File: src/rtl/pwmes_pkg.sv
// ----------------------------------------------------------------------------
// pwmes_pkg
// Types and constants of the PWM switched engine sound sequencer: payload
// structs, register indexes, engine modes and sound commands.
// ----------------------------------------------------------------------------
`default_nettype none

package pwmes_pkg;

  localparam int PULSE_W    = 16;
  localparam int OFFSET_W   = 16;
  localparam int CFG_IDX_W  = 3;
  localparam int CFG_DATA_W = 16;

  // Configuration register indexes
  localparam logic [CFG_IDX_W-1:0] REG_PULSE_THRESHOLD = 3'd0;
  localparam logic [CFG_IDX_W-1:0] REG_START_PRESENT   = 3'd1;
  localparam logic [CFG_IDX_W-1:0] REG_RUN_PRESENT     = 3'd2;
  localparam logic [CFG_IDX_W-1:0] REG_STOP_PRESENT    = 3'd3;
  localparam logic [CFG_IDX_W-1:0] REG_RESTART_OFFSET  = 3'd4;
  localparam logic [CFG_IDX_W-1:0] REG_ABORT_OFFSET    = 3'd5;

  localparam logic [PULSE_W-1:0] THRESHOLD_RST = 16'd1500;

  typedef enum logic [1:0] {
    MODE_STOPPED  = 2'd0,
    MODE_STARTING = 2'd1,
    MODE_RUNNING  = 2'd2,
    MODE_STOPPING = 2'd3
  } mode_t;

  typedef enum logic [2:0] {
    CMD_NONE         = 3'd0,
    CMD_PLAY_START   = 3'd1,
    CMD_LOOP_RUN     = 3'd2,
    CMD_PLAY_STOP    = 3'd3,
    CMD_STOP_CHANNEL = 3'd4
  } cmd_t;

  typedef struct packed {
    logic                reading_valid;
    logic [PULSE_W-1:0]  pulse_us;
    logic                channel_busy;
  } in_item_t;

  typedef struct packed {
    logic                switch_on;
    logic [1:0]          engine_mode;
    logic [2:0]          sound_command;
    logic [OFFSET_W-1:0] play_offset_ms;
  } out_item_t;

  typedef struct packed {
    logic [PULSE_W-1:0]  pulse_threshold_us;
    logic                start_track_present;
    logic                run_track_present;
    logic                stop_track_present;
    logic [OFFSET_W-1:0] restart_offset_ms;
    logic [OFFSET_W-1:0] abort_offset_ms;
  } cfg_t;

  // One classified tick, handed from the front end to the sequencer
  typedef struct packed {
    logic level_on;
    logic channel_busy;
  } q_entry_t;

endpackage

`default_nettype wire

File: src/rtl/pwmes_front.sv
// ----------------------------------------------------------------------------
// pwmes_front
// Front end: accepts ticks, compares the pulse against the threshold with a
// level dependent deadzone and debounces the switch level.
// ----------------------------------------------------------------------------
`default_nettype none

module pwmes_front #(
  parameter int CONFIRM_READINGS = 3,
  parameter int DEADZONE         = 100
) (
  input  wire logic                          clk,
  input  wire logic                          rst_n,
  input  wire logic                          in_valid,
  output logic                               in_ready,
  input  wire pwmes_pkg::in_item_t           in_data,
  input  wire logic [pwmes_pkg::PULSE_W-1:0] threshold,
  output logic                               q_push,
  output pwmes_pkg::q_entry_t                q_data,
  input  wire logic                          q_ready
);
  import pwmes_pkg::*;

  localparam logic [1:0]          CONFIRM = 2'(CONFIRM_READINGS);
  localparam logic [1:0]          CNT_MAX = 2'd3;
  localparam logic signed [17:0]  DZ      = 18'(DEADZONE);

  logic       level_on_r, level_on_nxt;
  logic [1:0] rise_r, rise_nxt;
  logic [1:0] fall_r, fall_nxt;
  logic [1:0] rise_inc, fall_inc;
  logic signed [17:0] pulse_s, thr_s, limit_s;
  logic       above;

  assign in_ready = q_ready;
  assign q_push   = in_valid & q_ready;

  // Deadzone compare in a signed domain wide enough for threshold +/- DEADZONE
  always_comb begin
    pulse_s = signed'({2'b00, in_data.pulse_us});
    thr_s   = signed'({2'b00, threshold});
    limit_s = level_on_r ? (thr_s - DZ) : (thr_s + DZ);
    above   = (pulse_s >= limit_s);
  end

  assign rise_inc = (rise_r != CNT_MAX) ? rise_r + 2'd1 : rise_r;
  assign fall_inc = (fall_r != CNT_MAX) ? fall_r + 2'd1 : fall_r;

  // Debounce: a level change needs CONFIRM_READINGS disagreeing readings
  always_comb begin
    level_on_nxt = level_on_r;
    rise_nxt     = rise_r;
    fall_nxt     = fall_r;
    if (in_data.reading_valid) begin
      if (above && !level_on_r) begin
        fall_nxt = 2'd0;
        if (rise_inc >= CONFIRM) begin
          level_on_nxt = 1'b1;
          rise_nxt     = 2'd0;
        end else begin
          rise_nxt = rise_inc;
        end
      end else if (!above && level_on_r) begin
        rise_nxt = 2'd0;
        if (fall_inc >= CONFIRM) begin
          level_on_nxt = 1'b0;
          fall_nxt     = 2'd0;
        end else begin
          fall_nxt = fall_inc;
        end
      end else begin
        rise_nxt = 2'd0;
        fall_nxt = 2'd0;
      end
    end
  end

  assign q_data.level_on     = level_on_nxt;
  assign q_data.channel_busy = in_data.channel_busy;

  always_ff @(posedge clk) begin
    if (!rst_n) begin
      level_on_r <= 1'b0;
      rise_r     <= 2'd0;
      fall_r     <= 2'd0;
    end else if (q_push) begin
      level_on_r <= level_on_nxt;
      rise_r     <= rise_nxt;
      fall_r     <= fall_nxt;
    end
  end

endmodule

`default_nettype wire

File: src/rtl/pwmes_queue.sv
// ----------------------------------------------------------------------------
// pwmes_queue
// Short FIFO between the front end and the sequencer so that each side can
// stall on its own.
// ----------------------------------------------------------------------------
`default_nettype none

module pwmes_queue #(
  parameter int DEPTH = 2
) (
  input  wire logic                 clk,
  input  wire logic                 rst_n,
  input  wire logic                 push,
  input  wire pwmes_pkg::q_entry_t  push_data,
  output logic                      push_ready,
  output logic                      pop_valid,
  output pwmes_pkg::q_entry_t       pop_data,
  input  wire logic                 pop
);
  import pwmes_pkg::*;

  localparam int PTR_W = (DEPTH > 1) ? $clog2(DEPTH) : 1;
  localparam int CNT_W = $clog2(DEPTH + 1);
  localparam logic [PTR_W-1:0] PTR_LAST = PTR_W'(DEPTH - 1);
  localparam logic [CNT_W-1:0] CNT_FULL = CNT_W'(DEPTH);

  q_entry_t         slot_r [DEPTH];
  logic [PTR_W-1:0] wr_ptr_r, wr_ptr_nxt;
  logic [PTR_W-1:0] rd_ptr_r, rd_ptr_nxt;
  logic [CNT_W-1:0] count_r, count_nxt;
  logic             do_push, do_pop;

  assign push_ready = (count_r != CNT_FULL);
  assign pop_valid  = (count_r != '0);
  assign pop_data   = slot_r[rd_ptr_r];
  assign do_push    = push & push_ready;
  assign do_pop     = pop & pop_valid;

  // Pointer and occupancy update
  always_comb begin
    wr_ptr_nxt = wr_ptr_r;
    rd_ptr_nxt = rd_ptr_r;
    count_nxt  = count_r;
    if (do_push) begin
      wr_ptr_nxt = (wr_ptr_r == PTR_LAST) ? '0 : wr_ptr_r + PTR_W'(1);
    end
    if (do_pop) begin
      rd_ptr_nxt = (rd_ptr_r == PTR_LAST) ? '0 : rd_ptr_r + PTR_W'(1);
    end
    if (do_push && !do_pop) begin
      count_nxt = count_r + CNT_W'(1);
    end else if (!do_push && do_pop) begin
      count_nxt = count_r - CNT_W'(1);
    end
  end

  always_ff @(posedge clk) begin
    if (!rst_n) begin
      wr_ptr_r <= '0;
      rd_ptr_r <= '0;
      count_r  <= '0;
    end else begin
      wr_ptr_r <= wr_ptr_nxt;
      rd_ptr_r <= rd_ptr_nxt;
      count_r  <= count_nxt;
    end
  end

  // Storage, no reset needed
  always_ff @(posedge clk) begin
    if (do_push) begin
      slot_r[wr_ptr_r] <= push_data;
    end
  end

endmodule

`default_nettype wire

File: src/rtl/pwmes_back.sv
// ----------------------------------------------------------------------------
// pwmes_back
// Back end: four-state engine sequencer that issues at most one sound command
// per tick, with a registered result stage.
// ----------------------------------------------------------------------------
`default_nettype none

module pwmes_back (
  input  wire logic                 clk,
  input  wire logic                 rst_n,
  input  wire pwmes_pkg::cfg_t      cfg,
  input  wire logic                 q_valid,
  input  wire pwmes_pkg::q_entry_t  q_data,
  output logic                      q_pop,
  output logic                      out_valid,
  input  wire logic                 out_ready,
  output pwmes_pkg::out_item_t      out_data
);
  import pwmes_pkg::*;

  mode_t     mode_r, mode_nxt;
  logic      run_pending_r, run_pending_nxt;
  logic      out_valid_r, out_valid_nxt;
  out_item_t out_data_r;
  cmd_t      cmd;
  logic [OFFSET_W-1:0] offset;
  logic      active, level, busy;

  assign level  = q_data.level_on;
  assign busy   = q_data.channel_busy;
  assign active = (mode_r == MODE_STARTING) || (mode_r == MODE_RUNNING);
  assign q_pop  = q_valid && (!out_valid_r || out_ready);

  // Next state
  always_comb begin
    mode_nxt        = mode_r;
    run_pending_nxt = run_pending_r;
    if (mode_r == MODE_STOPPED && level) begin
      run_pending_nxt = cfg.run_track_present;
      mode_nxt = cfg.start_track_present ? MODE_STARTING : MODE_RUNNING;
    end else if (active && run_pending_r && !busy) begin
      mode_nxt        = MODE_RUNNING;
      run_pending_nxt = 1'b0;
    end else if (active && !level) begin
      mode_nxt = cfg.stop_track_present ? MODE_STOPPING : MODE_STOPPED;
    end else if (mode_r == MODE_STOPPING && level) begin
      run_pending_nxt = cfg.run_track_present;
      mode_nxt = cfg.start_track_present ? MODE_STARTING : MODE_RUNNING;
    end else if (mode_r == MODE_STOPPING && !busy) begin
      mode_nxt = MODE_STOPPED;
    end
  end

  // Command and offset for this tick
  always_comb begin
    cmd    = CMD_NONE;
    offset = '0;
    if (mode_r == MODE_STOPPED && level) begin
      if (cfg.start_track_present) begin
        cmd = CMD_PLAY_START;
      end
    end else if (active && run_pending_r && !busy) begin
      cmd = CMD_LOOP_RUN;
    end else if (active && !level) begin
      if (cfg.stop_track_present) begin
        cmd = CMD_PLAY_STOP;
        // aborting a start picks up the stop sound part way in
        if (mode_r == MODE_STARTING) begin
          offset = cfg.abort_offset_ms;
        end
      end else begin
        cmd = CMD_STOP_CHANNEL;
      end
    end else if (mode_r == MODE_STOPPING && level) begin
      if (cfg.start_track_present) begin
        cmd    = CMD_PLAY_START;
        offset = cfg.restart_offset_ms;
      end
    end
  end

  assign out_valid_nxt = q_pop | (out_valid_r & ~out_ready);

  always_ff @(posedge clk) begin
    if (!rst_n) begin
      mode_r        <= MODE_STOPPED;
      run_pending_r <= 1'b0;
      out_valid_r   <= 1'b0;
    end else begin
      out_valid_r <= out_valid_nxt;
      if (q_pop) begin
        mode_r        <= mode_nxt;
        run_pending_r <= run_pending_nxt;
      end
    end
  end

  // Result register
  always_ff @(posedge clk) begin
    if (q_pop) begin
      out_data_r.switch_on      <= level;
      out_data_r.engine_mode    <= mode_nxt;
      out_data_r.sound_command  <= cmd;
      out_data_r.play_offset_ms <= offset;
    end
  end

  assign out_valid = out_valid_r;
  assign out_data  = out_data_r;

endmodule

`default_nettype wire

File: src/rtl/pwm_switched_engine_sound_sequencer_unit.sv
// ----------------------------------------------------------------------------
// pwm_switched_engine_sound_sequencer_unit
// PWM switch qualified engine sound sequencer: debounced switch level drives
// a stopped/starting/running/stopping sequencer that emits sound commands.
// ----------------------------------------------------------------------------
//  channel | direction | payload     | handshake
//  --------+-----------+-------------+---------------------------
//  in_     | input     | in_item_t   | in_valid / in_ready
//  out_    | output    | out_item_t  | out_valid / out_ready
//  cfg_    | input     | index, data | cfg_valid / cfg_ready (always 1)
//
//  One tick per cycle sustained while the result side is not stalled; a tick
//  enters the queue at its transfer edge, and the sequencer pops it and loads
//  the result register at a later edge, once the result side can take it.
//  Reset is synchronous, active low; registers return to their reset values.
//  The QUEUE_DEPTH deep queue lets the front end keep taking ticks while the
//  result side is stalled, until the queue fills.
// ----------------------------------------------------------------------------
`default_nettype none

module pwm_switched_engine_sound_sequencer_unit #(
  parameter int CONFIRM_READINGS = 3,
  parameter int DEADZONE         = 100,
  parameter int QUEUE_DEPTH      = 2
) (
  input  wire logic                             clk,
  input  wire logic                             rst_n,
  input  wire logic                             in_valid,
  output logic                                  in_ready,
  input  wire pwmes_pkg::in_item_t              in_data,
  output logic                                  out_valid,
  input  wire logic                             out_ready,
  output pwmes_pkg::out_item_t                  out_data,
  input  wire logic                             cfg_valid,
  output logic                                  cfg_ready,
  input  wire logic [pwmes_pkg::CFG_IDX_W-1:0]  cfg_index,
  input  wire logic [pwmes_pkg::CFG_DATA_W-1:0] cfg_data
);
  import pwmes_pkg::*;

  cfg_t     cfg_r, cfg_nxt;
  logic     q_push, q_ready, q_valid, q_pop;
  q_entry_t q_in, q_out;

  assign cfg_ready = 1'b1;

  // Register file writes
  always_comb begin
    cfg_nxt = cfg_r;
    if (cfg_valid) begin
      case (cfg_index)
        REG_PULSE_THRESHOLD: cfg_nxt.pulse_threshold_us  = cfg_data;
        REG_START_PRESENT:   cfg_nxt.start_track_present = cfg_data[0];
        REG_RUN_PRESENT:     cfg_nxt.run_track_present   = cfg_data[0];
        REG_STOP_PRESENT:    cfg_nxt.stop_track_present  = cfg_data[0];
        REG_RESTART_OFFSET:  cfg_nxt.restart_offset_ms   = cfg_data;
        REG_ABORT_OFFSET:    cfg_nxt.abort_offset_ms     = cfg_data;
        default: ;
      endcase
    end
  end

  always_ff @(posedge clk) begin
    if (!rst_n) begin
      cfg_r.pulse_threshold_us  <= THRESHOLD_RST;
      cfg_r.start_track_present <= 1'b0;
      cfg_r.run_track_present   <= 1'b0;
      cfg_r.stop_track_present  <= 1'b0;
      cfg_r.restart_offset_ms   <= '0;
      cfg_r.abort_offset_ms     <= '0;
    end else begin
      cfg_r <= cfg_nxt;
    end
  end

  pwmes_front #(
    .CONFIRM_READINGS (CONFIRM_READINGS),
    .DEADZONE         (DEADZONE)
  ) u_front (
    .clk       (clk),
    .rst_n     (rst_n),
    .in_valid  (in_valid),
    .in_ready  (in_ready),
    .in_data   (in_data),
    .threshold (cfg_r.pulse_threshold_us),
    .q_push    (q_push),
    .q_data    (q_in),
    .q_ready   (q_ready)
  );

  pwmes_queue #(
    .DEPTH (QUEUE_DEPTH)
  ) u_queue (
    .clk        (clk),
    .rst_n      (rst_n),
    .push       (q_push),
    .push_data  (q_in),
    .push_ready (q_ready),
    .pop_valid  (q_valid),
    .pop_data   (q_out),
    .pop        (q_pop)
  );

  pwmes_back u_back (
    .clk       (clk),
    .rst_n     (rst_n),
    .cfg       (cfg_r),
    .q_valid   (q_valid),
    .q_data    (q_out),
    .q_pop     (q_pop),
    .out_valid (out_valid),
    .out_ready (out_ready),
    .out_data  (out_data)
  );

endmodule

`default_nettype wire

File: config.mk
export PLATFORM = sky130hd
export DESIGN_NAME = pwm_switched_engine_sound_sequencer_unit
export DESIGN_NICKNAME = d
export VERILOG_FILES = /design/src/rtl/pwmes_pkg.sv /design/src/rtl/pwmes_front.sv /design/src/rtl/pwmes_queue.sv /design/src/rtl/pwmes_back.sv /design/src/rtl/pwm_switched_engine_sound_sequencer_unit.sv
export SDC_FILE = /design/constraint.sdc
export NUM_CORES = 1
export LEC_CHECK = 0
export BUFFER_PORTS_ARGS = -buffer_cell sky130_fd_sc_hd__buf_2
export CORE_ASPECT_RATIO = 0.6
export CORE_MARGIN = 2
export CORE_UTILIZATION = 52
export DETAILED_ROUTE_END_ITERATION = 16
export PLACE_DENSITY_LB_ADDON = 0.25
export SETUP_SLACK_MARGIN = 0.3
export SLEW_MARGIN = 5
export SYNTH_ARGS = -nofsm -noshare
export SYNTH_HDL_FRONTEND = slang
export SYNTH_SLANG_ARGS = --single-unit
File: constraint.sdc
create_clock -name clk -period 3.25 [get_ports clk]
set_input_delay 0.975 -clock clk [delete_from_list [all_inputs] [get_ports clk]]
set_output_delay 0.975 -clock clk [all_outputs]
set_load 0.05 [all_outputs]
# Word level (Yosys, flattened, before mapping)
# Memory sizes are Yosys's and may differ from the RTL's. A register that Yosys moved wholly into a read port is not among the register bits.
# Index checks and enable logic that the tools add are counted.
[op_classes] n_addsub=8 n_mul=0 div=0 magnitude_cmp=3 eq_ne=12 shifts=0 muxes=43 n_bitwise=6 n_reduce_logical=34
[ops] operator="16-bit 2-to-1 mux" count=5
[ops] operator="2-bit 2-to-1 mux" count=16
[ops] operator="17-bit by 18-bit greater-or-equal comparator with 1-bit output" count=1
[ops] operator="18-bit 2-to-1 mux" count=1
[ops] operator="16-bit by 7-bit adder with 17-bit output, second input constant" count=1
[ops] operator="16-bit by 7-bit subtractor with 17-bit output, second input constant" count=1
[ops] operator="1-bit 2-to-1 mux" count=16
[ops] operator="3-bit 2-to-1 mux" count=5
[ops] operator="2-bit AND reduction" count=7
[ops] operator="1-bit logical AND" count=11
[ops] operator="1-bit zero test" count=7
[ops] operator="2-bit by 1-bit adder with 2-bit output, second input constant" count=3
[ops] operator="3-bit by 2-bit equality test with 1-bit output, second input constant" count=2
[ops] operator="3-bit equality test, second input constant" count=2
[ops] operator="2-bit != test, second input constant" count=3
[ops] operator="1-bit AND" count=4
[ops] operator="2-bit equality test, second input constant" count=2
[ops] operator="2-bit greater-or-equal comparator, second input constant" count=2
[ops] operator="2-bit nonzero test" count=2
[ops] operator="3-bit by 1-bit equality test with 1-bit output, second input constant" count=1
[ops] operator="3-bit zero test" count=1
[ops] operator="3-bit by 2-bit != test with 1-bit output, second input constant" count=1
[ops] operator="3-bit AND reduction" count=1
[ops] operator="3-bit nonzero test" count=1
[ops] operator="8 further kinds" count=10
[totals] register_bits=86 latch_bits=0 ram_bits=4 rom_bits=0 in_bits=42 output_inout_bits=25 wordCells=126 memories=1
[mem_list] memory="u_queue.slot_r" depth=2 word_bits=2 read_ports=1 rd_ports_with_merged_regs=1 wr=1 line="pwmes_queue.sv:27" rtl="q_entry_t slot_r [DEPTH];"

# Logic depth before layout (Yosys ltp)
[depth] word_depth=8 depth_mapped=13 depth_no_buf=13

# Hierarchy
# Synthesis repeated with hierarchy kept, for this count alone.
[unflattened] cells_unflattened=473 hier_area_um2=4804.6
[modules_own_cells] mod="pwm_switched_engine_sound_sequencer_unit" instances=1 cells_each=198 area_per_inst_um2=2033.2 seq_area_each_um2=1021.0
[modules_own_cells] mod="pwmes_back" instances=1 cells_each=112 area_per_inst_um2=1378.8 seq_area_each_um2=740.7
[modules_own_cells] mod="pwmes_front" instances=1 cells_each=133 area_per_inst_um2=1014.7 seq_area_each_um2=100.1
[modules_own_cells] mod="pwmes_queue" instances=1 cells_each=30 area_per_inst_um2=377.9 seq_area_each_um2=220.2

# Worst setup path after synthesis
# Ideal clock, no wire load.
[synth_path] path_type="register to register" startpoint="register cfg_r[42] (netlist name)" endpoint="memory u_queue.slot_r[0][1] (netlist name), data pin" setup_ns=0.279 arrival_time_ns=3.074 slack_ns=-0.103 stages_incl_launch_ff=13 n_path_buf=1 path_cell_list="dfxtp_1 buf_6 or4_4 or3_4 nor4_1 o22ai_1 xor2_1 ha_1 and3_1 nand4_1 o32ai_2 nor4_1 o21ai_1"
[synth_between] elab_chain_cells=8
[synth_lines] element="from (decl)" line="pwm_switched_engine_sound_sequencer_unit.sv:41" rtl="cfg_t cfg_r, cfg_nxt;"
[synth_lines] element="from (signal assigned)" line="pwm_switched_engine_sound_sequencer_unit.sv:72" rtl="cfg_r <= cfg_nxt;"
[synth_lines] element="16-bit by 7-bit adder with 17-bit output or 16-bit by 7-bit subtractor with 17-bit output (tied branches)" line="pwmes_front.sv:42" rtl="limit_s = level_on_r ? (thr_s - DZ) : (thr_s + DZ);"
[synth_lines] element="18-bit 2-to-1 mux (*)" line="pwmes_front.sv:42"
[synth_lines] element="17-bit by 18-bit greater-or-equal comparator with 1-bit output (*)" line="pwmes_front.sv:43" rtl="above = (pulse_s >= limit_s);"
[synth_lines] element="1-bit zero test" line="pwmes_front.sv:63" rtl="end else if (!above && level_on_r) begin"
[synth_lines] element="1-bit logical AND" line="pwmes_front.sv:63"
[synth_lines] element="1-bit 2-to-1 mux" line="pwmes_front.sv:63"
[synth_lines] element="1-bit 2-to-1 mux (*)" line="pwmes_front.sv:55" rtl="if (above && !level_on_r) begin"
[synth_lines] element="1-bit 2-to-1 mux (*)" line="pwmes_front.sv:54" rtl="if (in_data.reading_valid) begin"
[synth_lines] element="named net u_front.level_on_nxt" line="pwmes_front.sv:28" rtl="logic level_on_r, level_on_nxt;"
[synth_lines] element="to (decl)" line="pwmes_queue.sv:27"
# Mark *: on every way through the listed nets, which the timed path passes. The rest lies on a longest branch.

# Final worst setup path
[layout_path] startpoint="register cfg_r[44] (netlist name)" endpoint="register u_front.fall_r[0]"
[layout_between] elab_chain_cells=7
[layout_lines] element="16-bit by 7-bit adder with 17-bit output or 16-bit by 7-bit subtractor with 17-bit output (tied branches)" line="pwmes_front.sv:42"
[layout_lines] element="18-bit 2-to-1 mux (*)" line="pwmes_front.sv:42"
[layout_lines] element="17-bit by 18-bit greater-or-equal comparator with 1-bit output (*)" line="pwmes_front.sv:43"
[layout_lines] element="1-bit zero test" line="pwmes_front.sv:63"
[layout_lines] element="1-bit logical AND" line="pwmes_front.sv:63"
[layout_lines] element="2-bit 2-to-1 mux" line="pwmes_front.sv:63"
[layout_lines] element="2-bit 2-to-1 mux (*)" line="pwmes_front.sv:55"
[layout_lines] element="to (signal assigned)" line="pwmes_front.sv:89" rtl="fall_r <= fall_nxt;"
[layout_lines] element="to (decl)" line="pwmes_front.sv:30" rtl="logic [1:0] fall_r, fall_nxt;"
# Every way passes the cells marked *; elsewhere a longest branch is shown, timed or not.
# A chain may end at the register's enable or synchronous reset.

==> flow_summary.yaml <==
clocking:
  tritoncts: "yes"
  clk_pin_slew_worst_paths_ps: 60
  cts-root-buf: "clkbuf_16"
  insertion_delay_ps: 340
  cts_max_level: 3
  cts_buffers: 9
  cts_buffer_depth: 2
  clock-sinks: 91
floorplan:
  boundaryPins: 67
  fp-row-count: 26
  core_area_um2: 8490
  die_w_um: 124
  die_area_um2: 9490
  dieHeight_um: 76.3
  initial_core_util: 0.533
setup_path:
  crit_path_start_kind: "flip-flop"
  path_class: "flip-flop to flip-flop"
  reg2reg_depth: 12
  rrSetupSlack_ps: -60
  worstReg2RegEnd: "u_front.fall_r[0]$_SDFFE_PN0P_"
  crit_required_ps: 3500
  crit_arrival_ps: 3560
  r2r_start: "cfg_r[44]$_SDFFE_PN0P_"
  cp-end-kind: "flip-flop"
  crit_fanout: 3
outcome:
  violations: "setup timing"
  status: "finished, violations left"
synthesis:
  yosys_register_bits: 91
  synth.area.top_cells: "dfxtp_1 29%, edfxtp_1 17%, nand2_1 9.3%"
  synth_top_area_frac: 0.288
  yosysWarnings: 0
  yosys-top-cells-count: "112 x nand2_1, 65 x dfxtp_1, 30 x a21boi_0, 28 x nor2_1, 26 x edfxtp_1"
  syn_inst: 504
  synth_nets: 568
  ys_seq_area_frac: 0.460
  synth-main-ff-cell: "dfxtp_1"
  synth_cell_types: 57
  synth.most_common_cell: "nand2_1"
  synth_enable_flop_cells: 26
  synth.avg_cell_area_um2: 8.98
  yosys.area.top_type: "dfxtp_1"
  netlist_area_um2: 4530
  async_reset_ff_frac: 0
sta:
  max_freq_mhz: 302
  worstMarginPinSlew_ps: 1080
  setup_viol: 3
  post-route-period-util: 1.02
  maxSlewViolCount: 0
  clock_skew_ps: 7.49
  timing.hold.ws_ps: 454
  final_hold_viol_count: 0
  grt_setup_unrepaired: "true"
  tns_ps: -121
  setup_ws_ps: -60.9
  relSlewSlack: 0.260
  finalCriticalPeriod_ps: 3310
route:
  wl_met2_mm: 4.90
  drt_iter0_drc: 250
  ant_nets: 0
  wl_met3_um: 763
  wl_per_cell_um: 15.6
  wl_met1_mm: 4.92
  drc_errors: 0
  totalWireLength_mm: 10.7
  vias: 3893
  routed_via_density: 5.69
  firstDrtPassIters: 5
  dr.max_layer_used: "met4"
global_route:
  grt_max_degree: 37
  grt_pass1_wl_mm: 17.2
  grt_overflow: 0
  grt_use_total: 0.221
  antenna_found_initial: 0
  grt_pass1_vias: 3674
place:
  dpl_cell_area_um2: 5000
  hpwl_mm: 7.58
  place.gp.congestion: 0.945
  portBuffers: 65
  dp_cells: 666
power:
  ir_drop_uv: 419
  p_leak_nw: 2.14
  p_per_area_nw_per_um2: 667
min_path:
  worstHoldStart: "cfg_r[6]$_SDFFE_PN0P_"
  min_delay_worst_endpoint: "cfg_r[6]$_SDFFE_PN0P_"
  hp-class: "flip-flop to flip-flop"
  hold_depth: 2
finish:
  finalNonFillerCells: 684
  n_fill_cell: 703
  final_area_um2: 5400
  drive_above_1_share: 0.217
  final_nets: 631
  antennaDiodeCount: 0
  area_growth_pct: 19.3
job:
  cap_violations: 0
area by class of cell:
cell class              instances  area [um^2]  area share
inverters                      11         41.3     0.00765
clock inverters                 6         38.8     0.00718
clock buffers                  10          250      0.0463
well taps                     112          140      0.0259
repair buffers                 83          464      0.0860
multi-input cells             371         2380       0.441
flip-flops and latches         91         2080       0.386
power by group:
part | internal, mW | switching [mW] | leakage, nW
combinational | 0.298 | 0.841 | 1.22
sequential | 1.39 | 0.0784 | 0.783
clock | 0.562 | 0.435 | 0.141
total | 2.25 | 1.35 | 2.14
worst max-delay path, cell delays in order, from the launching register on:
cell	delay, ps
dfxtp_2	320
or4_4	530
or3_4	380
nor4_4	150
o22ai_2	100
xor2_1	230
ha_1	290
and3_4	160
nand4_1	90
buf_4	140
nor4_4	40
or4_4	570
o31ai_4	220
cells by family (layout without fill, tap and decap cells):
family,Yosys count,after routing,share of synthesized area
flip-flops,91,91,0.460
other,1,1,0.000829
buffers and inverters,42,110,0.0390
AO/OA/AOI/OAI,112,112,0.177
XOR/XNOR,17,17,0.0329
multiplexers,6,6,0.0133
adder cells (fa/ha/maj),22,22,0.0608
AND/OR/NAND/NOR,213,213,0.216
cell usage in the layout (no fill, tap or decap), types with 3 or more instances in the layout:
cell type | synthesis | layout
nor2_1 | 28 | 27
or3_1 | 3 | 3
o21ai_1 | 6 | 3
xor2_1 | 9 | 9
o21ai_2 | 0 | 4
a31oi_1 | 5 | 5
o21ai_0 | 8 | 7
a21oi_1 | 7 | 7
mux2i_1 | 6 | 6
nand2_1 | 112 | 112
clkbuf_16 | 0 | 10
and2_1 | 7 | 7
o211ai_1 | 4 | 4
buf_4 | 2 | 17
edfxtp_1 | 26 | 26
inv_1 | 10 | 10
xnor2_1 | 8 | 8
nand4_1 | 5 | 5
a21boi_1 | 13 | 13
a21o_1 | 6 | 6
nand2b_1 | 3 | 3
a22oi_1 | 17 | 17
dfxtp_1 | 65 | 63
nor2b_1 | 8 | 8
a21boi_0 | 30 | 30
nor3_1 | 8 | 6
buf_2 | 3 | 65
ha_1 | 22 | 22
nand3_1 | 15 | 15
and3_1 | 9 | 8
through the flow:
| step | power [mW] | setup slack, ps | util |
|---|---|---|---|
| global route | 3.75 | -157 | 0.636 |
| CTS | 3.61 | -15.6 | 0.630 |
| global placement | 2.59 | 2.15 | 0.589 |
| floorplan | 2.35 | -8.67 | - |
| detailed placement | 2.62 | -159 | 0.589 |
| finish | 3.60 | -60.9 | 0.636 |
how the worst max path moves through the flow:
stage	slack (ps)	endpoint	startpoint
after CTS	-20	u_front.fall_r[0]$_SDFFE_PN0P_	cfg_r[44]$_SDFFE_PN0P_
after detailed placement	-160	u_front.fall_r[0]$_SDFFE_PN0P_	cfg_r[42]$_SDFFE_PN1P_
final	-60	u_front.fall_r[0]$_SDFFE_PN0P_	cfg_r[44]$_SDFFE_PN0P_
after global placement	2	u_front.fall_r[0]$_SDFFE_PN0P_	cfg_r[42]$_SDFFE_PN1P_
after global routing	-160	u_front.fall_r[0]$_SDFFE_PN0P_	cfg_r[37]$_SDFFE_PN1P_
after floorplan	-9	u_front.fall_r[0]$_SDFFE_PN0P_	cfg_r[42]$_SDFFE_PN1P_
sequential cells by signal (all words and copies together) (netlist names), named ones only:
register	count
cfg_r	51
u_back.out_data	22
u_queue.slot_r	4
u_back.mode_r	2
u_front.fall_r	2
u_front.rise_r	2
u_queue.count_r	2
u_back.out_valid	1
u_back.run_pending_r	1
u_front.level_on_r	1
u_queue.rd_ptr_r	1
u_queue.wr_ptr_r	1
timing repair:
item	4_1_cts	5_1_grt
hold buffers	0	0
setup endpoints to repair	7	7
pin swaps	12	9
gates resized for setup	8	12
setup buffers	2	0
layer usage:
layer	GRT usage	up-vias
met5	0	-
li1	-	1890
met2	0.356	152
met3	0.0555	24
met4	0.0607	0
met1	0.300	1827
(Power assumes the default switching activity.)
